File: config.mk
export PLATFORM = sky130hd
export DESIGN_NAME = lav_back
export DESIGN_NICKNAME = d
export VERILOG_FILES = /design/src/design/lav_pkg.sv /design/src/design/lav_back.sv
export SDC_FILE = /design/constraint.sdc
export NUM_CORES = 2
export LEC_CHECK = 0
export BUFFER_PORTS_ARGS = -buffer_cell sky130_fd_sc_hd__buf_4
export CAP_MARGIN = 20
export CORE_MARGIN = 1
export CORE_UTILIZATION = 40
export DETAILED_ROUTE_END_ITERATION = 12
export SLEW_MARGIN = 40
export SYNTH_ARGS = -nofsm -noshare
export SYNTH_HDL_FRONTEND = slang
export SYNTH_SLANG_ARGS = --single-unit
File: constraint.sdc
create_clock -name clk -period 12.74 [get_ports clk]
set_input_delay 0.637 -clock clk [delete_from_list [all_inputs] [get_ports clk]]
set_output_delay 0.637 -clock clk [all_outputs]
set_load 0.01 [all_outputs]
File: src/design/lav_pkg.sv
`default_nettype none

package lav_pkg;

	// Field formats
	typedef logic signed [31:0] fix_t;
	typedef logic signed [63:0] wide_t;

	// Configuration register indexes
	localparam logic [1:0] RegUpX = 2'd0;
	localparam logic [1:0] RegUpY = 2'd1;
	localparam logic [1:0] RegUpZ = 2'd2;

	// Axis codes on the result channel
	localparam logic [1:0] AxisX = 2'd0;
	localparam logic [1:0] AxisY = 2'd1;
	localparam logic [1:0] AxisZ = 2'd2;

	localparam fix_t UpXReset = 32'sd0;
	localparam fix_t UpYReset = 32'sd65536;
	localparam fix_t UpZReset = 32'sd0;

	localparam int unsigned QueueDepth = 2;
	localparam int unsigned LzcSteps   = 6;
	localparam int unsigned RootSteps  = 32;
	localparam int unsigned QuotBits   = 32;
	localparam int unsigned CrossProds = 6;
	localparam int unsigned TransProds = 9;

	localparam logic [31:0] OneQ30 = 32'h4000_0000;

	// One classified input item as it waits in the front queue
	typedef struct packed {
		fix_t               cam_x;
		fix_t               cam_y;
		fix_t               cam_z;
		logic signed [32:0] dif_x;
		logic signed [32:0] dif_y;
		logic signed [32:0] dif_z;
		logic               zero_len;
	} view_item_t;

	typedef struct packed {
		logic  start;
		wide_t vec_x;
		wide_t vec_y;
		wide_t vec_z;
	} norm_req_t;

	typedef struct packed {
		logic done;
		logic ok;
		fix_t unit_x;
		fix_t unit_y;
		fix_t unit_z;
	} norm_rsp_t;

endpackage

`default_nettype wire

File: src/design/lav_back.sv
`default_nettype none

module lav_back import lav_pkg::*; (
	input  wire logic       clk,
	input  wire logic       arst_n,
	input  wire logic       item_valid,
	input  wire view_item_t item,
	output logic            item_pop,
	input  wire fix_t       up_x,
	input  wire fix_t       up_y,
	input  wire fix_t       up_z,
	output norm_req_t       norm_req,
	input  wire norm_rsp_t  norm_rsp,
	output logic            out_valid,
	input  wire logic       out_ready,
	output logic [1:0]      axis_index,
	output fix_t            comp_x,
	output fix_t            comp_y,
	output fix_t            comp_z,
	output fix_t            translation,
	output logic            degenerate,
	output logic            last
);

	typedef enum logic [7:0] {
		B_IDLE = 8'b0000_0001,
		B_NZ   = 8'b0000_0010,
		B_CX   = 8'b0000_0100,
		B_NX   = 8'b0000_1000,
		B_CY   = 8'b0001_0000,
		B_NY   = 8'b0010_0000,
		B_TR   = 8'b0100_0000,
		B_EMIT = 8'b1000_0000
	} back_state_t;

	back_state_t state_q;
	logic [3:0]  cnt_q;
	logic        start_q;
	logic        bad_q;
	logic [1:0]  emit_k_q;

	fix_t  cam_q [3];
	fix_t  axz_q [3];
	fix_t  axx_q [3];
	fix_t  axy_q [3];
	fix_t  up_v [3];
	fix_t  unit_v [3];
	wide_t acc_q [3];

	fix_t       a_vec [3];
	fix_t       b_vec [3];
	logic [1:0] ia;
	logic [1:0] ib;
	logic [1:0] sel_j;
	logic       sel_first;
	logic       sel_last;
	logic       in_cross;
	logic       issue;
	fix_t       op_a;
	fix_t       op_b;

	wide_t      p_s1;
	logic       pv_s1;
	logic [1:0] pj_s1;
	logic       pfirst_s1;
	logic       psub_s1;
	logic       plast_s1;

	logic       out_valid_q;
	logic [1:0] axis_index_q;
	fix_t       comp_x_q;
	fix_t       comp_y_q;
	fix_t       comp_z_q;
	fix_t       translation_q;
	logic       degenerate_q;
	logic       last_q;
	logic       out_load;
	fix_t       emit_v [3];
	fix_t       emit_tr;

	// Negate, round half up on the magnitude at bit 30, saturate to Q16.16
	function automatic fix_t trans_sat(input wide_t sum);
		wide_t       neg;
		logic [63:0] mg;
		logic [34:0] rq;
		neg = -sum;
		mg  = neg[63] ? 64'(-neg) : 64'(neg);
		rq  = 35'((mg + (64'd1 << 29)) >> 30);
		if (!neg[63]) begin
			return (rq > 35'h0_7FFF_FFFF) ? fix_t'(32'h7FFF_FFFF) : fix_t'(rq[31:0]);
		end
		return (rq > 35'h0_8000_0000) ? fix_t'(32'h8000_0000) : fix_t'(32'(35'd0 - rq));
	endfunction

	assign up_v[0]   = up_x;
	assign up_v[1]   = up_y;
	assign up_v[2]   = up_z;
	assign unit_v[0] = norm_rsp.unit_x;
	assign unit_v[1] = norm_rsp.unit_y;
	assign unit_v[2] = norm_rsp.unit_z;

	assign item_pop = (state_q == B_IDLE) && item_valid;

	assign norm_req.start = start_q;
	assign norm_req.vec_x = acc_q[0];
	assign norm_req.vec_y = acc_q[1];
	assign norm_req.vec_z = acc_q[2];

	assign in_cross = (state_q == B_CX) || (state_q == B_CY);
	assign issue    = (in_cross && (cnt_q < 4'(CrossProds))) ||
		((state_q == B_TR) && (cnt_q < 4'(TransProds)));

	// Product schedule for the shared multiplier
	always_comb begin
		ia        = 2'd0;
		ib        = 2'd0;
		sel_j     = 2'd0;
		sel_first = 1'b0;
		sel_last  = 1'b0;
		for (int i = 0; i < 3; i++) begin
			a_vec[i] = up_v[i];
			b_vec[i] = axz_q[i];
		end
		if (in_cross) begin
			if (state_q == B_CY) begin
				for (int i = 0; i < 3; i++) begin
					a_vec[i] = axz_q[i];
					b_vec[i] = axx_q[i];
				end
			end
			unique case (cnt_q)
				4'd0: begin ia = 2'd1; ib = 2'd2; sel_j = 2'd0; sel_first = 1'b1; end
				4'd1: begin ia = 2'd2; ib = 2'd1; sel_j = 2'd0; end
				4'd2: begin ia = 2'd2; ib = 2'd0; sel_j = 2'd1; sel_first = 1'b1; end
				4'd3: begin ia = 2'd0; ib = 2'd2; sel_j = 2'd1; end
				4'd4: begin ia = 2'd0; ib = 2'd1; sel_j = 2'd2; sel_first = 1'b1; end
				4'd5: begin ia = 2'd1; ib = 2'd0; sel_j = 2'd2; sel_last = 1'b1; end
				default: begin end
			endcase
		end else begin
			unique case (cnt_q)
				4'd0: begin sel_j = AxisX; ia = 2'd0; sel_first = 1'b1; end
				4'd1: begin sel_j = AxisX; ia = 2'd1; end
				4'd2: begin sel_j = AxisX; ia = 2'd2; end
				4'd3: begin sel_j = AxisY; ia = 2'd0; sel_first = 1'b1; end
				4'd4: begin sel_j = AxisY; ia = 2'd1; end
				4'd5: begin sel_j = AxisY; ia = 2'd2; end
				4'd6: begin sel_j = AxisZ; ia = 2'd0; sel_first = 1'b1; end
				4'd7: begin sel_j = AxisZ; ia = 2'd1; end
				4'd8: begin sel_j = AxisZ; ia = 2'd2; sel_last = 1'b1; end
				default: begin end
			endcase
			ib = ia;
			for (int i = 0; i < 3; i++) begin
				unique case (sel_j)
					AxisX:   a_vec[i] = axx_q[i];
					AxisY:   a_vec[i] = axy_q[i];
					default: a_vec[i] = axz_q[i];
				endcase
				b_vec[i] = cam_q[i];
			end
		end
	end

	assign op_a = a_vec[ia];
	assign op_b = b_vec[ib];

	// Result for the current emit slot
	always_comb begin
		for (int i = 0; i < 3; i++) begin
			unique case (emit_k_q)
				AxisX:   emit_v[i] = axx_q[i];
				AxisY:   emit_v[i] = axy_q[i];
				default: emit_v[i] = axz_q[i];
			endcase
			if (bad_q) begin
				emit_v[i] = 32'sd0;
			end
		end
		emit_tr = bad_q ? 32'sd0 : trans_sat(acc_q[emit_k_q]);
	end

	assign out_load = (state_q == B_EMIT) && (!out_valid_q || out_ready);

	always_ff @(posedge clk or negedge arst_n) begin
		if (!arst_n) begin
			state_q     <= B_IDLE;
			cnt_q       <= 4'd0;
			start_q     <= 1'b0;
			bad_q       <= 1'b0;
			emit_k_q    <= 2'd0;
			pv_s1       <= 1'b0;
			out_valid_q <= 1'b0;
		end else begin
			start_q <= 1'b0;
			pv_s1   <= issue;
			if (issue) begin
				cnt_q <= cnt_q + 4'd1;
			end
			if (out_load) begin
				out_valid_q <= 1'b1;
			end else if (out_ready) begin
				out_valid_q <= 1'b0;
			end
			unique case (state_q)
				B_IDLE: begin
					emit_k_q <= 2'd0;
					cnt_q    <= 4'd0;
					if (item_valid) begin
						if (item.zero_len) begin
							bad_q   <= 1'b1;
							state_q <= B_EMIT;
						end else begin
							bad_q   <= 1'b0;
							start_q <= 1'b1;
							state_q <= B_NZ;
						end
					end
				end
				B_NZ, B_NX, B_NY: begin
					cnt_q <= 4'd0;
					if (norm_rsp.done) begin
						if (!norm_rsp.ok) begin
							bad_q   <= 1'b1;
							state_q <= B_EMIT;
						end else if (state_q == B_NZ) begin
							state_q <= B_CX;
						end else if (state_q == B_NX) begin
							state_q <= B_CY;
						end else begin
							state_q <= B_TR;
						end
					end
				end
				B_CX, B_CY: begin
					if (pv_s1 && plast_s1) begin
						start_q <= 1'b1;
						state_q <= (state_q == B_CX) ? B_NX : B_NY;
					end
				end
				B_TR: begin
					if (pv_s1 && plast_s1) begin
						state_q <= B_EMIT;
					end
				end
				B_EMIT: begin
					if (out_load) begin
						emit_k_q <= emit_k_q + 2'd1;
						if (emit_k_q == AxisZ) begin
							state_q <= B_IDLE;
						end
					end
				end
				default: begin
					state_q <= B_IDLE;
				end
			endcase
		end
	end

	always_ff @(posedge clk) begin
		p_s1      <= 64'(op_a) * 64'(op_b);
		pj_s1     <= sel_j;
		pfirst_s1 <= sel_first;
		psub_s1   <= in_cross;
		plast_s1  <= sel_last;
		if (item_pop) begin
			cam_q[0] <= item.cam_x;
			cam_q[1] <= item.cam_y;
			cam_q[2] <= item.cam_z;
			acc_q[0] <= 64'(item.dif_x);
			acc_q[1] <= 64'(item.dif_y);
			acc_q[2] <= 64'(item.dif_z);
		end else if (pv_s1) begin
			if (pfirst_s1) begin
				acc_q[pj_s1] <= p_s1;
			end else if (psub_s1) begin
				acc_q[pj_s1] <= acc_q[pj_s1] - p_s1;
			end else begin
				acc_q[pj_s1] <= acc_q[pj_s1] + p_s1;
			end
		end
		if (norm_rsp.done && norm_rsp.ok) begin
			for (int i = 0; i < 3; i++) begin
				if (state_q == B_NZ) begin
					axz_q[i] <= unit_v[i];
				end
				if (state_q == B_NX) begin
					axx_q[i] <= unit_v[i];
				end
				if (state_q == B_NY) begin
					axy_q[i] <= unit_v[i];
				end
			end
		end
		if (out_load) begin
			axis_index_q  <= emit_k_q;
			comp_x_q      <= emit_v[0];
			comp_y_q      <= emit_v[1];
			comp_z_q      <= emit_v[2];
			translation_q <= emit_tr;
			degenerate_q  <= bad_q;
			last_q        <= (emit_k_q == AxisZ);
		end
	end

	assign out_valid   = out_valid_q;
	assign axis_index  = axis_index_q;
	assign comp_x      = comp_x_q;
	assign comp_y      = comp_y_q;
	assign comp_z      = comp_z_q;
	assign translation = translation_q;
	assign degenerate  = degenerate_q;
	assign last        = last_q;

endmodule

`default_nettype wire

* Word level (Yosys, flattened, before mapping)
Memory sizes are Yosys's and may differ from the RTL's. A register that Yosys moved wholly into a read port is not among the register bits.
Cells that the tools add are included.
** Storage, ports and cells
- Register bits :: 219
- Memory bits (writable) :: 576
- Input port bits :: 394
- Output and inout bits :: 327
- Word-level logic and storage cells :: 197
- Memories kept :: 5
** Memories
- acc_q :: words 3, bits a word 64, rd ports 5, clocked after Yosys merged registers in 1, wr ports 3, line lav_back.sv:48 : wide_t acc_q [3];
- axx_q :: words 3, bits a word 32, rd ports 3, clocked after Yosys merged registers in 0, wr ports 3, line lav_back.sv:44 : fix_t axx_q [3];
- axy_q :: words 3, bits a word 32, rd ports 3, clocked after Yosys merged registers in 0, wr ports 3, line lav_back.sv:45 : fix_t axy_q [3];
- axz_q :: words 3, bits a word 32, rd ports 3, clocked after Yosys merged registers in 0, wr ports 3, line lav_back.sv:43 : fix_t axz_q [3];
- cam_q :: words 3, bits a word 32, rd ports 3, clocked after Yosys merged registers in 0, wr ports 3, line lav_back.sv:42 : fix_t cam_q [3];
** Operators by class
- Add/subtract/negate cells :: 8
- Multipliers :: 1
- Magnitude comparators :: 6
- Equal/unequal tests :: 26
- Muxes and demuxes :: 92
- Bitwise logic cells :: 4
- Reduce and logical (&&, ||, !) cells :: 36
** Operators with widths (count)
- $mux 96 :: 4
- $pmux 32 s2 :: 6
- $mux 64 :: 4
- $mux 32 :: 7
- $bmux 32 s2 :: 2
- $neg 64->64 :: 2
- $add 64x30->64 const B :: 1
- $add 64x64->64 :: 1
- $mul 32x32->64 :: 1
- $mux 8 :: 8
- $reduce_or 64->1 :: 1
- $sub 64x64->64 :: 1
- $mux 1 :: 41
- $pmux 8 s5 :: 1
- $gt 34x31->1 const B :: 1
- $gt 34x32->1 const B :: 1
- $sub 1x32->32 const A :: 1
- $pmux 2 s2 :: 6
- $reduce_or 3->1 :: 7
- $eq 4x3->1 const B :: 4
- $mux 7 :: 2
- $reduce_or 2->1 :: 7
- $mux 2 :: 6
- $ne 2x2->1 const B :: 5
- 34 further kinds :: 53

* Depth between registers and ports, before layout
- Depth in word-level cells :: 11
- Gate-level depth with buffers :: 50
- Gate-level depth less buffers :: 46

* Least setup slack after synthesis
Ideal clock, no wire load.
- Path kind :: reg2reg
- From :: register state_q[4]
- To :: memory axz_q[0][0] in the netlist's numbering, enable pin
- Library setup time :: 823 ps
- Arrival :: 10921 ps
- Required time :: 11917 ps
- Slack :: 996 ps
- Stages on the path, launching flop included :: 5
- Buffers on the path :: 0
- Clock period less this slack :: 11744 ps
- Path through :: dfrtp_1 > nor2_1 > nor4b_1 > nand3_1 > nor4b_1
** RTL lines
- start: declaration :: line lav_back.sv:36 : back_state_t state_q;
- start signal: assignment :: line lav_back.sv:238 : state_q <= (state_q == B_CX) ? B_NX : B_NY;
- end: declaration :: line lav_back.sv:43

* Worst setup path after layout
- From :: register cnt_q[0]
- To :: register p_s1[58]
** On the way
- Cells in the longest elaborated chain, start to end :: 11
- Elaborated cells between the ends (all ways) :: 39
- Classes of those cells :: 1 x mul; 9 x eq/ne; 17 x mux; 2 x bitwise; 10 x reduce/logical
** RTL lines
- start: declaration :: line lav_back.sv:37 : logic [3:0] cnt_q;
- start signal: assignment :: line lav_back.sv:198 : cnt_q <= cnt_q + 4'd1;
- $eq 4x4->1 (tied with other cells) :: line lav_back.sv:141 : unique case (cnt_q)
- $reduce_or 3->1 (no line)
- $pmux 2 s2 :: line lav_back.sv:141
- $mux 2 :: line lav_back.sv:124 : if (in_cross) begin
- $eq 2x1->1 / $logic_not 2->1 (equally long branches) :: line lav_back.sv:155 : unique case (sel_j)
- $pmux 32 s2 :: line lav_back.sv:155
- $mux 96 :: line lav_back.sv:124
- $bmux 32 s2 :: line lav_back.sv:165 : assign op_a = a_vec[ia];
- $mux 32 (implied by the code) (2 in series) :: line lav_back.sv:165
- $mul 32x32->64 * :: line lav_back.sv:262 : p_s1 <= 64'(op_a) * 64'(op_b);
- end signal: assignment :: line lav_back.sv:262
- end: declaration :: line lav_back.sv:62 : wide_t p_s1;
Every way passes the cells marked *; elsewhere a longest branch is shown, timed or not. The select of a mux whose other input is x is not followed.
A chain may end at the register's enable or synchronous reset.

==> flow_summary_export.csv <==
group,metric,value,unit
synth,synth_edf_count,772,
setup_path,rr_startpoint,"cnt_q[0]",
synth,yosysUniqueCellTypes,109,
clocking,cts_tree,"built",
setup_path,cpPeakStageDelay,0.65,ns
setup_path,worstPathMaxFanout,13,
setup_path,crit_type,"flip-flop to flip-flop",
clocking,cts-htree-levels,3,
setup_path,critPathCaptureType,"flip-flop",
status,status,"finished clean",
sta,fmax,81.3,MHz
setup_path,required,13.46,ns
setup_path,startpoint_type,"flip-flop",
sta,rsz0062_at_grt,"no",
drt,ant_nets,0,
hold_path,hp-start,"item[138]",
synth,async_flop_share,2.10,%
setup_path,slowest_stage,"a211oi_1",
synth,synth-seq-cells,859,
synth,syn_area_per_cell,9.79,sq um
setup_path,r2r_cells,43,
die,coreArea,0.214,sq mm
layout,drive_gt1_share,16.3,%
die,row_count,170,
setup_path,critPathLaunch,"cnt_q[0]",
die,die_h,466,um
grt,antenna_found_initial,9,
grt,grt_usage,31.2,%
grt,grt_overflow,0,
die,initial_utilization,40.2,%
die,ios,721,
drt,detail_route.vias_per_cell,5.86,
layout,n_fill_cell,20176,
sta,worst_pin_slew,0.953,ns
synth,synthCells,8803,
synth,synth.cell_area,0.0862,sq mm
sta,slew_headroom,35.8,%
setup_path,arrival,13.02,ns
clocking,clockBufferDepth,3,
sta,setup-tns-final,0,ns
run,cap_viol_max_count,0,
sta,maxSlewViolCount,0,
clocking,clk_pin_slew,0.06,ns
layout,final_cell_mix,"inv_1 (1180), nand2_1 (1131), fa_1 (1084)",
grt,first_global_vias,73520,
clocking,clock_latency,0.80,ns
drt,vias,72903,
synth,ys.flop_type,"edfxtp_1",
drt,drc,0,
clocking,cts_sinks,859,
drt,firstDrtPassIters,7,
drt,wl,343000,um
drt,initialDrtViolationCount,8609,
sta,hold_viol,0,
sta,skew,0.0984,ns
placement,gp_congestion,0.991,
die,dieArea,0.217,sq mm
die,die_w,466,um
sta,fin_crit_sh,96.5,%
synth,synth_fp_nets,10603,
clocking,numCtsBuffers,98,
clocking,cts-root-buf,"clkbuf_16",
synth,yosysSeqAreaShare,29.0,%
placement,dp_hpwl,273000,um
drt,wl_per_cell,27.6,um
layout,final_nets,11305,
layout,area_delta_synth_final,17.0,%
setup_path,cpMostUsedCell,"fa_1",
grt,grt_pass1_wl,499000,um
sta,period_needed,12.30,ns
grt,grt_max_degree,89,
layout,final_common_cell,"inv_1",
hold_path,hold_class,"input pin to flip-flop",
placement,io_buffers,720,
hold_path,hold_depth,1,
sta,setup_viol,0,
synth,synth.yosys.warnings,0,
metrics by stage:
step	cell area [sq um]	hold slack (ns)	std cells	setup slack [ns]	util (%)
after floorplan	86200	0.341	8803	0.996	-
after global placement	95800	0.521	12103	0.519	44.7
after detailed placement	96200	0.522	12114	0.419	44.8
after CTS	101000	0.000418	12422	0.387	46.9
after global routing	101000	0.0379	12430	0.00693	47.0
final	101000	0.0598	12432	0.445	47.0
layout make-up:
class                      instances  area, sq um  share of cell area (%)
sequential                       859        25000                    24.8
tap                             2838         3550                    3.52
clock inverter                    68          643                   0.638
multi-input combinational       6257        55700                    55.2
inverter                        1189         4470                    4.43
timing repair buffer            1100         8850                    8.78
clock buffer                     118         2590                    2.57
antenna                            3         7.51                 0.00744
flip-flops by register name (all words and copies together) (netlist names), 2 cells and up:
signal       cells
acc_q          256
axis_index       2
axx_q           96
axy_q           96
axz_q           96
cam_q           96
cnt_q            4
comp_x          32
comp_y          32
comp_z          32
emit_k_q         2
p_s1            64
pj_s1            2
state_q          8
translation     32
path summary, 6_finish.rpt:
path / end / slack (ns)
worst max-delay path: p_s1[58] / 0.44
worst min-delay path: cam_q[0][38] / 0.06
worst max register to register: p_s1[58] / 0.44
worst min register to register: start_q / 0.57
max in group asynchronous: state_q[0] / 12.22
min in group asynchronous: start_q / 0.25
kinds of logic (layout without fill, tap and decap cells):
family / Yosys count / in the layout / synth area share (%)
fa+ha+maj: 1406 / 1406 / 29.8
other cells: 0 / 3 / 0
xor+xnor: 251 / 251 / 2.57
flops: 859 / 859 / 29.0
simple gates: 2763 / 2763 / 13.9
compound gates: 1529 / 1529 / 11.7
buf+inv: 1687 / 2475 / 7.42
mux: 308 / 308 / 5.58
cell usage after synthesis, types with 80 or more instances:
cell type	n	area (sq um)
edfxtp_1	772	23200
mux4_2	130	2930
inv_1	1181	4430
nor2_1	1027	3850
xnor2_1	177	1550
nor3_1	81	405
a22oi_1	97	728
fa_1	1084	21700
mux2_2	80	901
nand3_1	89	445
clkbuf_1	413	1550
nand2b_1	84	526
o21ai_0	266	1330
nand2_1	1136	4260
ha_1	322	4030
a21oi_1	481	2410
mux2i_1	98	981
critical path: cells and delay by family (launching register included):
kind | cells | cell delay [ns]
and+or+nand+nor | 9 | 1.25
DFF | 1 | 0.45
AOI/OAI and AO/OA | 15 | 4.23
xor gates and xnor gates | 1 | 0.13
buffers and inverters | 7 | 0.95
muxes | 1 | 0.34
adders and majority gates | 10 | 4.84
routing by layer:
layer	share of wire, %	GRT usage (%)	routed length (um)	vias to the layer above
met2	45	49.1	155000	4268
li1	-	-	-	30955
met1	40	41.6	137000	36928
met5	0.022	0	76	-
met3	9.7	5.83	33500	740
met4	5.2	14.6	18000	12
repair_timing:
action | CTS | global route
setup buffers | 0 | 2
resized for setup | 0 | 22
hold buffers | 122 | 0
setup endpoints to repair | 0 | 8
hold endpoints to repair | 201 | 0
Power is not shown: default switching activity piles up to over one toggle a cycle in this logic, so the estimate is an artifact.
