File: config.mk
export PLATFORM = sky130hd
export DESIGN_NAME = lav_front
export DESIGN_NICKNAME = d
export VERILOG_FILES = /design/src/design/lav_pkg.sv /design/src/design/lav_front.sv
export SDC_FILE = /design/constraint.sdc
export NUM_CORES = 1
export LEC_CHECK = 0
export BUFFER_PORTS_ARGS = -buffer_cell sky130_fd_sc_hd__buf_2
export CORE_ASPECT_RATIO = 1.2
export CORE_MARGIN = 4
export CORE_UTILIZATION = 60
export CTS_CLUSTER_SIZE = 10
export DETAILED_ROUTE_END_ITERATION = 7
export PLACE_DENSITY = 0.84
export SLEW_MARGIN = 5
export SYNTH_ARGS = -nofsm -noshare
export SYNTH_HDL_FRONTEND = slang
export SYNTH_SLANG_ARGS = --single-unit
File: constraint.sdc
create_clock -name clk -period 18.8 [get_ports clk]
set_input_delay 3.76 -clock clk [delete_from_list [all_inputs] [get_ports clk]]
set_output_delay 3.76 -clock clk [all_outputs]
set_load 0.05 [all_outputs]
File: src/design/lav_pkg.sv
`default_nettype none

package lav_pkg;

	// Field formats
	typedef logic signed [31:0] fix_t;
	typedef logic signed [63:0] wide_t;

	// Configuration register indexes
	localparam logic [1:0] RegUpX = 2'd0;
	localparam logic [1:0] RegUpY = 2'd1;
	localparam logic [1:0] RegUpZ = 2'd2;

	// Axis codes on the result channel
	localparam logic [1:0] AxisX = 2'd0;
	localparam logic [1:0] AxisY = 2'd1;
	localparam logic [1:0] AxisZ = 2'd2;

	localparam fix_t UpXReset = 32'sd0;
	localparam fix_t UpYReset = 32'sd65536;
	localparam fix_t UpZReset = 32'sd0;

	localparam int unsigned QueueDepth = 2;
	localparam int unsigned LzcSteps   = 6;
	localparam int unsigned RootSteps  = 32;
	localparam int unsigned QuotBits   = 32;
	localparam int unsigned CrossProds = 6;
	localparam int unsigned TransProds = 9;

	localparam logic [31:0] OneQ30 = 32'h4000_0000;

	// One classified input item as it waits in the front queue
	typedef struct packed {
		fix_t               cam_x;
		fix_t               cam_y;
		fix_t               cam_z;
		logic signed [32:0] dif_x;
		logic signed [32:0] dif_y;
		logic signed [32:0] dif_z;
		logic               zero_len;
	} view_item_t;

	typedef struct packed {
		logic  start;
		wide_t vec_x;
		wide_t vec_y;
		wide_t vec_z;
	} norm_req_t;

	typedef struct packed {
		logic done;
		logic ok;
		fix_t unit_x;
		fix_t unit_y;
		fix_t unit_z;
	} norm_rsp_t;

endpackage

`default_nettype wire

File: src/design/lav_front.sv
`default_nettype none

module lav_front import lav_pkg::*; (
	input  wire logic       clk,
	input  wire logic       arst_n,
	input  wire logic       in_valid,
	output logic            in_ready,
	input  wire fix_t       camera_x,
	input  wire fix_t       camera_y,
	input  wire fix_t       camera_z,
	input  wire fix_t       target_x,
	input  wire fix_t       target_y,
	input  wire fix_t       target_z,
	output logic            item_valid,
	output view_item_t      item,
	input  wire logic       item_pop
);

	view_item_t slot_q [QueueDepth];
	view_item_t item_new;
	logic       wr_ptr_q;
	logic       rd_ptr_q;
	logic [1:0] count_q;
	logic       push;
	logic       pop;

	// Form the view difference and flag a zero-length view direction
	always_comb begin
		item_new.cam_x    = camera_x;
		item_new.cam_y    = camera_y;
		item_new.cam_z    = camera_z;
		item_new.dif_x    = 33'(camera_x) - 33'(target_x);
		item_new.dif_y    = 33'(camera_y) - 33'(target_y);
		item_new.dif_z    = 33'(camera_z) - 33'(target_z);
		item_new.zero_len = (camera_x == target_x) && (camera_y == target_y) &&
			(camera_z == target_z);
	end

	assign in_ready   = (count_q != 2'(QueueDepth));
	assign item_valid = (count_q != 2'd0);
	assign item       = slot_q[rd_ptr_q];
	assign push       = in_valid && in_ready;
	assign pop        = item_pop && item_valid;

	always_ff @(posedge clk or negedge arst_n) begin
		if (!arst_n) begin
			wr_ptr_q <= 1'b0;
			rd_ptr_q <= 1'b0;
			count_q  <= 2'd0;
		end else begin
			if (push) begin
				wr_ptr_q <= ~wr_ptr_q;
			end
			if (pop) begin
				rd_ptr_q <= ~rd_ptr_q;
			end
			if (push && !pop) begin
				count_q <= count_q + 2'd1;
			end else if (pop && !push) begin
				count_q <= count_q - 2'd1;
			end
		end
	end

	always_ff @(posedge clk) begin
		if (push) begin
			slot_q[wr_ptr_q] <= item_new;
		end
	end

endmodule

`default_nettype wire

After elaboration in Yosys (flattened, before gate mapping)
Memories as Yosys holds them, arrays and structs flattened.
Cells that the tools add are included.

word-level totals
  bits in registers = 4
  bits in writable memories = 392
  bits of input ports = 196
  output and inout bits = 198
  memories = 1

cells by class
  add/subtract/negate cells = 5
  eq/ne operators = 4
  mux-type cells = 4
  bitwise operators = 2
  reductions and logical operators = 10

memories
  name    words  bits a word  read ports  clocked after Yosys merged registers in  wr ports  RTL line         source
  slot_q  2      196          1           0                                        1         lav_front.sv:19  view_item_t slot_q [QueueDepth];

operator list
  operator               number
  $sub A32 B32 Y33       3
  $eq A32 B32 Y1         3
  $logic_and A1 B1 Y1    6
  $mux W2                2
  $reduce_bool A2 Y1     2
  $add A2 B1 Y2 const B  1
  $logic_not A1 Y1       2
  $mux W1                2
  $ne A2 B2 Y1 const B   1
  $not A1 Y1             2
  $sub A2 B1 Y2 const B  1

Longest topological paths before layout
Gate-level depths: netlist (run 1).

  depth after elaboration = 6
  depth in mapped cells = 11
  depth with buffers taken out = 11

Worst setup path after synthesis (run 1)
OpenSTA, ideal clock, no wires.

  path kind = in2reg
  from = input port in_valid
  to = memory slot_q[0][0] in the netlist's numbering, enable pin
  setup time = 756 ps
  data arrival time = 12,000 ps
  data required time = 18,044 ps
  setup slack = 6,044 ps
  stages on the path = 2
  buffers on the path = 0
  cell sequence = nand2_1 -> nor2_1

between the ends
  word-level cells in the longest chain between the ends = 3

RTL lines
  element                        RTL line         source
  from (decl)                    lav_front.sv:6   input wire logic in_valid,
  $logic_and A1 B1 Y1            lav_front.sv:42  assign push = in_valid && in_ready;
  $mux W1                        lav_front.sv:66  if (push) begin
  $mux W1 (implied by the code)  lav_front.sv:67  slot_q[wr_ptr_q] <= item_new;
  to (decl)                      lav_front.sv:19

Every way passes these cells.

==> flow_summary.html, run 1 <==
<table>
<tr><th>Metric</th><th>Value</th></tr>
<tr><th colspan="2">Floorplan</th></tr>
<tr><td>Cell Rows</td><td>72</td></tr>
<tr><td>Initial Util</td><td>0.613</td></tr>
<tr><td>X dimension of the die</td><td>174 µm</td></tr>
<tr><td>Core footprint</td><td>0.0324 mm²</td></tr>
<tr><td>Top-level port count</td><td>394</td></tr>
<tr><td>Vert. Die Dim</td><td>207 µm</td></tr>
<tr><td>Area of the die</td><td>0.0361 mm²</td></tr>
<tr><th colspan="2">Critical path</th></tr>
<tr><td>Crit Path Category</td><td>register to primary output</td></tr>
<tr><td>Data arrival time of the critical path</td><td>3.99 ns</td></tr>
<tr><td>Setup crit end kind</td><td>primary output</td></tr>
<tr><td>CP Launch Type</td><td>register</td></tr>
<tr><td>Required time worst endpoint</td><td>15.04 ns</td></tr>
<tr><td>Largest fanout on the critical path</td><td>70</td></tr>
<tr><td>Worst setup slack for register-to-register paths</td><td>15.54 ns</td></tr>
<tr><th colspan="2">Synth</th></tr>
<tr><td>Synthesized area per cell</td><td>13.3 µm²</td></tr>
<tr><td>Synth Net Count</td><td>1,793</td></tr>
<tr><td>Number of enable flip-flop cells after synthesis</td><td>392</td></tr>
<tr><td>Cell area after technology mapping</td><td>0.0199 mm²</td></tr>
<tr><td>Number of storage elements in the synthesis netlist</td><td>396</td></tr>
<tr><td>Share of flip-flops with an asynchronous set or reset</td><td>0.0101</td></tr>
<tr><td>Number of instances in the synthesized netlist</td><td>1,497</td></tr>
<tr><td>Part of the Yosys area used for sequential elements</td><td>0.598</td></tr>
<tr><td>Synth warn</td><td>0</td></tr>
<tr><td>Unique cell type count in the Yosys netlist</td><td>65</td></tr>
<tr><td>Post-synth top flop</td><td>sky130_fd_sc_hd__edfxtp_1</td></tr>
<tr><th colspan="2">Detailed routing</th></tr>
<tr><td>Post-route antenna net violation count</td><td>0</td></tr>
<tr><td>Starting DRC count in detailed routing</td><td>1,146</td></tr>
<tr><td>Number of iterations in the first detailed-routing pass</td><td>5</td></tr>
<tr><td>Via density per instance</td><td>5.98</td></tr>
<tr><td>Remaining DRCs</td><td>0</td></tr>
<tr><td>Final wirelength</td><td>50,900 µm</td></tr>
<tr><td>Via Count</td><td>13,915</td></tr>
<tr><td>Average wire per standard cell</td><td>21.9 µm</td></tr>
<tr><th colspan="2">STA</th></tr>
<tr><td>Max Clk Rate</td><td>0.129 GHz</td></tr>
<tr><td>Final hold slack</td><td>0.511 ns</td></tr>
<tr><td>Share of the clock period used by the worst path after layout</td><td>0.412</td></tr>
<tr><td>Max-slew headroom at the worst pin</td><td>0.288</td></tr>
<tr><td>Setup Skew</td><td>0.0158 ns</td></tr>
<tr><td>Final sum of negative setup slack</td><td>0 ns</td></tr>
<tr><td>Final setup vio count</td><td>0</td></tr>
<tr><td>Final Hold Violating Endpoints</td><td>0</td></tr>
<tr><td>Final Worst Setup Slack</td><td>11.05 ns</td></tr>
<tr><td>Unrepaired setup endpoints after global routing</td><td>no</td></tr>
<tr><td>Time the worst path needs with I/O delays and setup</td><td>7.75 ns</td></tr>
<tr><td>Slew @ Worst Pin</td><td>1.07 ns</td></tr>
<tr><td>Max-slew violation count</td><td>0</td></tr>
<tr><th colspan="2">Min path</th></tr>
<tr><td>Hold/Removal Path Class</td><td>register to register</td></tr>
<tr><th colspan="2">GRT</th></tr>
<tr><td>Pin count of the biggest net entering global routing</td><td>76</td></tr>
<tr><td>Congestion Overflow GR</td><td>0</td></tr>
<tr><td>Met1 GRT Util</td><td>0.320</td></tr>
<tr><td>Via count of the first global-routing pass</td><td>14,381</td></tr>
<tr><td>Number of antenna violations at the first check in global routing</td><td>10</td></tr>
<tr><td>Fraction of met3 tracks used by global routing</td><td>0.0638</td></tr>
<tr><td>Wire length of the first global-routing pass</td><td>78,200 µm</td></tr>
<tr><td>Met2 usage in global routing</td><td>0.492</td></tr>
<tr><td>Global routing's busiest layer</td><td>met2</td></tr>
<tr><td>Total routing resource utilization after global routing</td><td>0.273</td></tr>
<tr><th colspan="2">Outcome</th></tr>
<tr><td>Result of the run</td><td>finished, final reports clean</td></tr>
<tr><th colspan="2">CTS</th></tr>
<tr><td>Clock input transition at the sequential cells of the worst setup and hold paths</td><td>0.05 ns</td></tr>
<tr><td>Clock buffer count from CTS</td><td>45</td></tr>
<tr><td>Total number of clock tree sinks</td><td>396</td></tr>
<tr><td>Root buffer selected by CTS</td><td>sky130_fd_sc_hd__clkbuf_16</td></tr>
<tr><td>Maximum buffer depth of the clock tree</td><td>3</td></tr>
<tr><td>Hold-fix buffers, CTS</td><td>0</td></tr>
<tr><td>Level count of the clock H-tree</td><td>2</td></tr>
<tr><td>Setup repair bufs after CTS</td><td>0</td></tr>
<tr><td>TritonCTS clock tree</td><td>yes</td></tr>
<tr><td>Post-CTS Resized</td><td>0</td></tr>
<tr><td>Worst-Skew Late Latency</td><td>0.55 ns</td></tr>
<tr><th colspan="2">Pwr</th></tr>
<tr><td>Post-layout power</td><td>0.00374 W</td></tr>
<tr><td>Static leakage</td><td>9.64 nW</td></tr>
<tr><td>Power per standard cell area</td><td>159 mW/mm²</td></tr>
<tr><td>Maximum resistive drop on vdd</td><td>0.000118 V</td></tr>
<tr><th colspan="2">Flow run</th></tr>
<tr><td>Max Cap Viol</td><td>0</td></tr>
<tr><th colspan="2">Placement</th></tr>
<tr><td>DP Wirelength</td><td>37,100 µm</td></tr>
<tr><td>Routability-driven placement congestion ratio</td><td>0.887</td></tr>
<tr><td>Number of cells after detailed placement</td><td>2,264</td></tr>
<tr><td>Quantity of I/O buffers inserted on ports</td><td>393</td></tr>
<tr><td>Post-Place Worst Slack</td><td>11.56 ns</td></tr>
<tr><th colspan="2">Final layout</th></tr>
<tr><td>Fraction of layout instances using a drive strength above 1</td><td>0.346</td></tr>
<tr><td>Post-layout net count</td><td>2,200</td></tr>
<tr><td>Cell Count, Final, Fillers Out</td><td>2,327</td></tr>
<tr><td>Relative area change from synthesis to final layout</td><td>18.3%</td></tr>
</table>
-- metrics by stage --
step	util	cell area, µm²
after global routing	0.724	23500
after floorplan	-	19900
after detailed placement	0.686	22300
final	0.725	23500
after CTS	0.724	23500
after global placement	0.686	22300
-- placed cells by master (no fill, tap or decap), types with 6 or more instances in the layout --
| master | synthesis | final |
|---|---|---|
| sky130_fd_sc_hd__a211oi_1 | 11 | 11 |
| sky130_fd_sc_hd__a21o_1 | 43 | 43 |
| sky130_fd_sc_hd__a21oi_1 | 87 | 87 |
| sky130_fd_sc_hd__a31oi_1 | 13 | 13 |
| sky130_fd_sc_hd__and2_1 | 9 | 9 |
| sky130_fd_sc_hd__and3_1 | 14 | 13 |
| sky130_fd_sc_hd__buf_2 | 1 | 393 |
| sky130_fd_sc_hd__buf_4 | 0 | 7 |
| sky130_fd_sc_hd__clkbuf_1 | 39 | 13 |
| sky130_fd_sc_hd__clkbuf_16 | 0 | 47 |
| sky130_fd_sc_hd__edfxtp_1 | 392 | 392 |
| sky130_fd_sc_hd__ha_1 | 97 | 97 |
| sky130_fd_sc_hd__inv_1 | 129 | 129 |
| sky130_fd_sc_hd__mux2_2 | 196 | 196 |
| sky130_fd_sc_hd__nand2_1 | 75 | 75 |
| sky130_fd_sc_hd__nand2b_1 | 10 | 10 |
| sky130_fd_sc_hd__nand3_1 | 21 | 21 |
| sky130_fd_sc_hd__nand4_1 | 21 | 21 |
| sky130_fd_sc_hd__nor2_1 | 79 | 78 |
| sky130_fd_sc_hd__nor2b_1 | 13 | 13 |
| sky130_fd_sc_hd__nor3_1 | 14 | 14 |
| sky130_fd_sc_hd__nor4_1 | 6 | 6 |
| sky130_fd_sc_hd__o21a_1 | 12 | 12 |
| sky130_fd_sc_hd__o21ai_0 | 20 | 20 |
| sky130_fd_sc_hd__o21ai_1 | 24 | 24 |
| sky130_fd_sc_hd__o21bai_1 | 11 | 11 |
| sky130_fd_sc_hd__xnor2_1 | 56 | 56 |
| sky130_fd_sc_hd__xor2_1 | 27 | 27 |
-- flip-flops by register name, indices dropped and copies added, names as in the netlist --
signal    flops
count_q       2
rd_ptr_q      1
slot_q      392
wr_ptr_q      1
-- cell usage after synthesis, drive strengths merged (11+ instances only) --
cell type / instances / area share
edfxtp: 392 / 0.59
mux2: 197 / 0.11
inv: 129 / 0.024
ha: 97 / 0.061
a21oi: 88 / 0.022
nor2: 79 / 0.015
nand2: 75 / 0.014
xnor2: 56 / 0.025
o21ai: 45 / 0.012
a21o: 43 / 0.016
clkbuf: 39 / 0.0074
xor2: 27 / 0.012
nand3: 22 / 0.0058
nand4: 21 / 0.0066
nor3: 15 / 0.0040
and3: 14 / 0.0044
a31oi: 13 / 0.0041
nor2b: 13 / 0.0041
o21a: 12 / 0.0045
a211oi: 11 / 0.0042
o21bai: 11 / 0.0042
-- kinds of logic (layout without fill, tap and decap cells) --
kind of cell / after synthesis / after routing / synth area share
AOI/OAI and AO/OA: 272 / 272 / 0.0889
adders and majority gates: 100 / 100 / 0.0641
muxes: 199 / 199 / 0.113
buffers and inverters: 169 / 590 / 0.0320
DFF: 396 / 396 / 0.598
other: 0 / 2 / 0
xor gates and xnor gates: 83 / 83 / 0.0366
and+or+nand+nor: 278 / 278 / 0.0681
-- worst max-delay path, cell delays in order (launching register included) --
cell and delay, ns:
sky130_fd_sc_hd__dfrtp_4 1.02, sky130_fd_sc_hd__buf_4 0.78, sky130_fd_sc_hd__buf_4 0.87, sky130_fd_sc_hd__mux2_2 0.43
sky130_fd_sc_hd__buf_2 0.21
-- power breakdown --
part	internal, W	switching (W)
logic	0.000450	0.00119
registers	0.00125	0.0000922
clock network	0.000447	0.000319
-- layer usage --
layer	routed length, µm	part of all wire	up-vias
met2	26400	0.52	649
met5	109	0.0021	-
met4	1720	0.034	18
met1	18700	0.37	6738
li1	-	-	6384
met3	3980	0.078	126
-- area by class of cell --
cell class                 count  area (µm²)
tap                          407         509
antenna                        2        5.00
clock buffer                  60        1220
sequential                   396       11900
multi-input combinational    932        7370
fill                        2151        8930
inverter                     129         484
clock inverter                 1        8.76
timing repair buffer         400        2020
-- worst paths after layout --
check                           start        endpoint  cells after the start
min                        count_q[1]      count_q[1]                      1
min in group asynchronous      arst_n      count_q[0]                      1
max reg2reg                count_q[0]  slot_q[0][179]                      5
max in group asynchronous      arst_n        rd_ptr_q                      1
max                          rd_ptr_q       item[168]                      4
min reg2reg                count_q[1]      count_q[1]                      1
No activity file was read; power rests on OpenSTA's default activity.
==> run 2: changes to the inputs <==
--- a/config.mk
+++ b/config.mk
@@ -5,13 +5,14 @@
 export SDC_FILE = /design/constraint.sdc
 export NUM_CORES = 1
 export LEC_CHECK = 0
+export ABC_AREA = 1
 export BUFFER_PORTS_ARGS = -buffer_cell sky130_fd_sc_hd__buf_2
 export CORE_ASPECT_RATIO = 1.2
 export CORE_MARGIN = 4
-export CORE_UTILIZATION = 60
+export CORE_UTILIZATION = 57
 export CTS_CLUSTER_SIZE = 10
 export DETAILED_ROUTE_END_ITERATION = 7
-export PLACE_DENSITY = 0.84
+export PLACE_DENSITY = 0.79
 export SLEW_MARGIN = 5
 export SYNTH_ARGS = -nofsm -noshare
 export SYNTH_HDL_FRONTEND = slang
==> constraint.sdc (replaced) <==
create_clock -name clk -period 7.3 [get_ports clk]
set_input_delay 1.46 -clock clk [delete_from_list [all_inputs] [get_ports clk]]
set_output_delay 1.46 -clock clk [all_outputs]
set_load 0.05 [all_outputs]
==> flow_summary.html, run 2 <==
<table>
<tr><th>Metric</th><th>Value</th></tr>
<tr><th colspan="2">Synth</th></tr>
<tr><td>Part of the Yosys area used for sequential elements</td><td>0.533</td></tr>
<tr><td>Area fraction of the dominant cell type after synthesis</td><td>0.528</td></tr>
<tr><td>Number of enable flip-flop cells after synthesis</td><td>392</td></tr>
<tr><td>Synth warn</td><td>0</td></tr>
<tr><td>Cell area after technology mapping</td><td>0.0223 mm²</td></tr>
<tr><td>Post-synth top flop</td><td>sky130_fd_sc_hd__edfxtp_1</td></tr>
<tr><td>Number of storage elements in the synthesis netlist</td><td>396</td></tr>
<tr><td>Most numerous cell in the Yosys netlist</td><td>sky130_fd_sc_hd__nand2_1</td></tr>
<tr><td>Number of instances in the synthesized netlist</td><td>2,731</td></tr>
<tr><td>Unique cell type count in the Yosys netlist</td><td>29</td></tr>
<tr><td>Synth Net Count</td><td>3,027</td></tr>
<tr><td>Top cell types by occurrence after synthesis</td><td>sky130_fd_sc_hd__nand2_1 (1,304), sky130_fd_sc_hd__inv_1 (478), sky130_fd_sc_hd__edfxtp_1 (392)</td></tr>
<tr><td>Leading post-synthesis cells by cell area</td><td>sky130_fd_sc_hd__edfxtp_1 (53%), sky130_fd_sc_hd__nand2_1 (22%), sky130_fd_sc_hd__inv_1 (8.1%)</td></tr>
<tr><td>Synthesized area per cell</td><td>8.16 µm²</td></tr>
<tr><td>Share of flip-flops with an asynchronous set or reset</td><td>0.0101</td></tr>
<tr><td>Largest area contributor in the netlist</td><td>sky130_fd_sc_hd__edfxtp_1</td></tr>
<tr><th colspan="2">STA</th></tr>
<tr><td>Final sum of negative setup slack</td><td>0 ns</td></tr>
<tr><td>Unrepaired setup endpoints after global routing</td><td>no</td></tr>
<tr><td>Final setup vio count</td><td>0</td></tr>
<tr><td>Share of the clock period used by the worst path after layout</td><td>0.619</td></tr>
<tr><td>Slew @ Worst Pin</td><td>0.978 ns</td></tr>
<tr><td>Final Hold Violating Endpoints</td><td>0</td></tr>
<tr><td>Final Worst Setup Slack</td><td>2.78 ns</td></tr>
<tr><td>Max-slew violation count</td><td>0</td></tr>
<tr><td>Setup Skew</td><td>0.0127 ns</td></tr>
<tr><td>Max-slew headroom at the worst pin</td><td>0.348</td></tr>
<tr><td>Max Clk Rate</td><td>0.221 GHz</td></tr>
<tr><td>Time the worst path needs with I/O delays and setup</td><td>4.52 ns</td></tr>
<tr><th colspan="2">Floorplan</th></tr>
<tr><td>Area of the die</td><td>0.0423 mm²</td></tr>
<tr><td>X dimension of the die</td><td>188 µm</td></tr>
<tr><td>Vert. Die Dim</td><td>225 µm</td></tr>
<tr><td>Cell Rows</td><td>79</td></tr>
<tr><td>Core footprint</td><td>0.0387 mm²</td></tr>
<tr><td>Initial Util</td><td>0.575</td></tr>
<tr><td>Top-level port count</td><td>394</td></tr>
<tr><th colspan="2">Final layout</th></tr>
<tr><td>Most common cell after layout, fill and taps aside</td><td>sky130_fd_sc_hd__nand2_1</td></tr>
<tr><td>Sequential cell area</td><td>0.0119 mm²</td></tr>
<tr><td>Fill cell total of the finished layout</td><td>3,166</td></tr>
<tr><td>Number of flip-flops in the largest register</td><td>392</td></tr>
<tr><td>Post-layout net count</td><td>3,432</td></tr>
<tr><td>Largest Register</td><td>slot_q</td></tr>
<tr><td>Multi-input gate area in the final layout</td><td>0.00843 mm²</td></tr>
<tr><td>Post-layout utilization of the core</td><td>0.674</td></tr>
<tr><td>Registers with the most flip-flops</td><td>slot_q (392), count_q (2)</td></tr>
<tr><td>Most used cells in the layout excluding fill and tap cells</td><td>sky130_fd_sc_hd__nand2_1 (1,304), sky130_fd_sc_hd__inv_1 (478), sky130_fd_sc_hd__buf_2 (393)</td></tr>
<tr><td>Relative area change from synthesis to final layout</td><td>17.2%</td></tr>
<tr><td>Fraction of layout instances using a drive strength above 1</td><td>0.166</td></tr>
<tr><th colspan="2">Critical path</th></tr>
<tr><td>Slowest stage delay, CP</td><td>0.75 ns</td></tr>
<tr><td>CP top delay family</td><td>buffers and inverters</td></tr>
<tr><td>Ordered cell list for the critical path</td><td>inv_6 &gt; buf_4 &gt; nand2_1 &gt; nand2_1 &gt; buf_2</td></tr>
<tr><td>Worst setup slack for register-to-register paths</td><td>4.79 ns</td></tr>
<tr><td>CP Launch Type</td><td>register</td></tr>
<tr><td>Crit Path Category</td><td>register to primary output</td></tr>
<tr><td>Required time worst endpoint</td><td>5.84 ns</td></tr>
<tr><td>Sum of buffers and inverters on the critical path</td><td>3</td></tr>
<tr><td>Largest fanout on the critical path</td><td>76</td></tr>
<tr><td>Max stage delay cell, worst path</td><td>sky130_fd_sc_hd__buf_4</td></tr>
<tr><td>Worst path most repeated cell</td><td>sky130_fd_sc_hd__nand2_1</td></tr>
<tr><td>Setup crit end kind</td><td>primary output</td></tr>
<tr><td>Data arrival time of the critical path</td><td>3.06 ns</td></tr>
<tr><th colspan="2">CTS</th></tr>
<tr><td>Root buffer selected by CTS</td><td>sky130_fd_sc_hd__clkbuf_16</td></tr>
<tr><td>Clock buffer count from CTS</td><td>46</td></tr>
<tr><td>Total number of clock tree sinks</td><td>396</td></tr>
<tr><td>Clock input transition at the sequential cells of the worst setup and hold paths</td><td>0.05 ns</td></tr>
<tr><td>Maximum buffer depth of the clock tree</td><td>3</td></tr>
<tr><td>Post-CTS Resized</td><td>0</td></tr>
<tr><td>Worst-Skew Late Latency</td><td>0.55 ns</td></tr>
<tr><td>TritonCTS clock tree</td><td>yes</td></tr>
<tr><td>Level count of the clock H-tree</td><td>2</td></tr>
<tr><td>Setup repair bufs after CTS</td><td>0</td></tr>
<tr><td>Hold-fix buffers, CTS</td><td>0</td></tr>
<tr><th colspan="2">Detailed routing</th></tr>
<tr><td>Number of iterations in the first detailed-routing pass</td><td>8</td></tr>
<tr><td>Via Count</td><td>18,540</td></tr>
<tr><td>Starting DRC count in detailed routing</td><td>1,337</td></tr>
<tr><td>Post-route antenna net violation count</td><td>0</td></tr>
<tr><td>Remaining DRCs</td><td>1</td></tr>
<tr><td>Average wire per standard cell</td><td>16.3 µm</td></tr>
<tr><td>Via density per instance</td><td>5.04</td></tr>
<tr><td>Final wirelength</td><td>60,000 µm</td></tr>
<tr><th colspan="2">GRT</th></tr>
<tr><td>Number of antenna violations at the first check in global routing</td><td>2</td></tr>
<tr><td>Total routing resource utilization after global routing</td><td>0.275</td></tr>
<tr><td>Via count of the first global-routing pass</td><td>18,423</td></tr>
<tr><td>Met2 usage in global routing</td><td>0.508</td></tr>
<tr><td>Met1 GRT Util</td><td>0.326</td></tr>
<tr><td>Fraction of met3 tracks used by global routing</td><td>0.0456</td></tr>
<tr><td>Pin count of the biggest net entering global routing</td><td>144</td></tr>
<tr><td>Congestion Overflow GR</td><td>0</td></tr>
<tr><td>Wire length of the first global-routing pass</td><td>93,400 µm</td></tr>
<tr><td>Global routing's busiest layer</td><td>met2</td></tr>
<tr><th colspan="2">Min path</th></tr>
<tr><td>Hold/Removal Path Class</td><td>register to register</td></tr>
<tr><th colspan="2">Pwr</th></tr>
<tr><td>Portion of total power attributed to sequential cells</td><td>0.328</td></tr>
<tr><td>Share of total power in combinational logic</td><td>0.472</td></tr>
<tr><td>Power per standard cell area</td><td>395 mW/mm²</td></tr>
<tr><td>Pint</td><td>0.00537 W</td></tr>
<tr><td>Static leakage</td><td>13.8 nW</td></tr>
<tr><td>NetSw</td><td>0.00493 W</td></tr>
<tr><td>Clock network power share</td><td>0.201</td></tr>
<tr><td>Sw Share</td><td>0.479</td></tr>
<tr><td>Post-layout power</td><td>0.0103 W</td></tr>
<tr><td>Maximum resistive drop on vdd</td><td>0.000490 V</td></tr>
<tr><th colspan="2">Placement</th></tr>
<tr><td>DP Wirelength</td><td>45,400 µm</td></tr>
<tr><td>Routability-driven placement congestion ratio</td><td>0.953</td></tr>
<tr><td>Post-Place Worst Slack</td><td>3.34 ns</td></tr>
<tr><td>Quantity of I/O buffers inserted on ports</td><td>393</td></tr>
<tr><th colspan="2">Flow run</th></tr>
<tr><td>Max Cap Viol</td><td>0</td></tr>
<tr><th colspan="2">Outcome</th></tr>
<tr><td>Result of the run</td><td>complete, but fails checks</td></tr>
<tr><td>Violated checks</td><td>design-rule violations</td></tr>
</table>
## run 2: kinds of logic (layout without fill, tap and decap cells)
family,after synthesis,count (layout),synth area share
compound gates,69,69,0.0162
simple gates,1594,1594,0.285
fa+ha+maj,100,100,0.0572
xor+xnor,48,48,0.0189
other cells,0,1,0
flops,396,396,0.533
buf+inv,524,944,0.0897
## run 2: per-layer routing
layer | share of wire | wire length, µm
met4 | 0.036 | 2160
met2 | 0.51 | 30600
met3 | 0.067 | 4000
met1 | 0.39 | 23200
met5 | 0.00012 | 7
## run 2: layout make-up
type                       instances  area share
tap                              526      0.0252
multi-input combinational       1811       0.323
sequential                       396       0.455
timing repair buffer             402      0.0784
antenna                            1   0.0000958
clock buffer                      59      0.0484
inverter                         479      0.0690
clock inverter                     4     0.00172
## run 2: path summary, 6_finish.rpt
path | depth (start not counted) | endpoint | startpoint
max in group asynchronous | 1 | rd_ptr_q | arst_n
setup reg to reg | 6 | slot_q[1][129] | count_q[0]
min in group asynchronous | 1 | count_q[1] | arst_n
hold / removal | 1 | count_q[0] | count_q[0]
setup / recovery | 5 | item[167] | rd_ptr_q
hold reg to reg | 1 | count_q[0] | count_q[0]
## run 2: metrics by stage
stage	hold WS (ns)	cells	instance area [µm²]
finish	0.492	3678	26100
global route	0.553	3678	26100
CTS	0.493	3677	26100
detailed placement	0.480	3614	24800
global placement	0.461	3614	24800
floorplan	0.446	2731	22300
## run 2: power by group through the flow
stage	combinational, W	sequential (W)	clock [W]
2_1_floorplan	0.00366	0.00342	0
3_3_place_gp	0.00480	0.00340	0
3_5_place_dp	0.00486	0.00341	0
4_1_cts	0.00488	0.00337	0.00210
5_1_grt	0.00518	0.00341	0.00219
6_report	0.00486	0.00338	0.00207
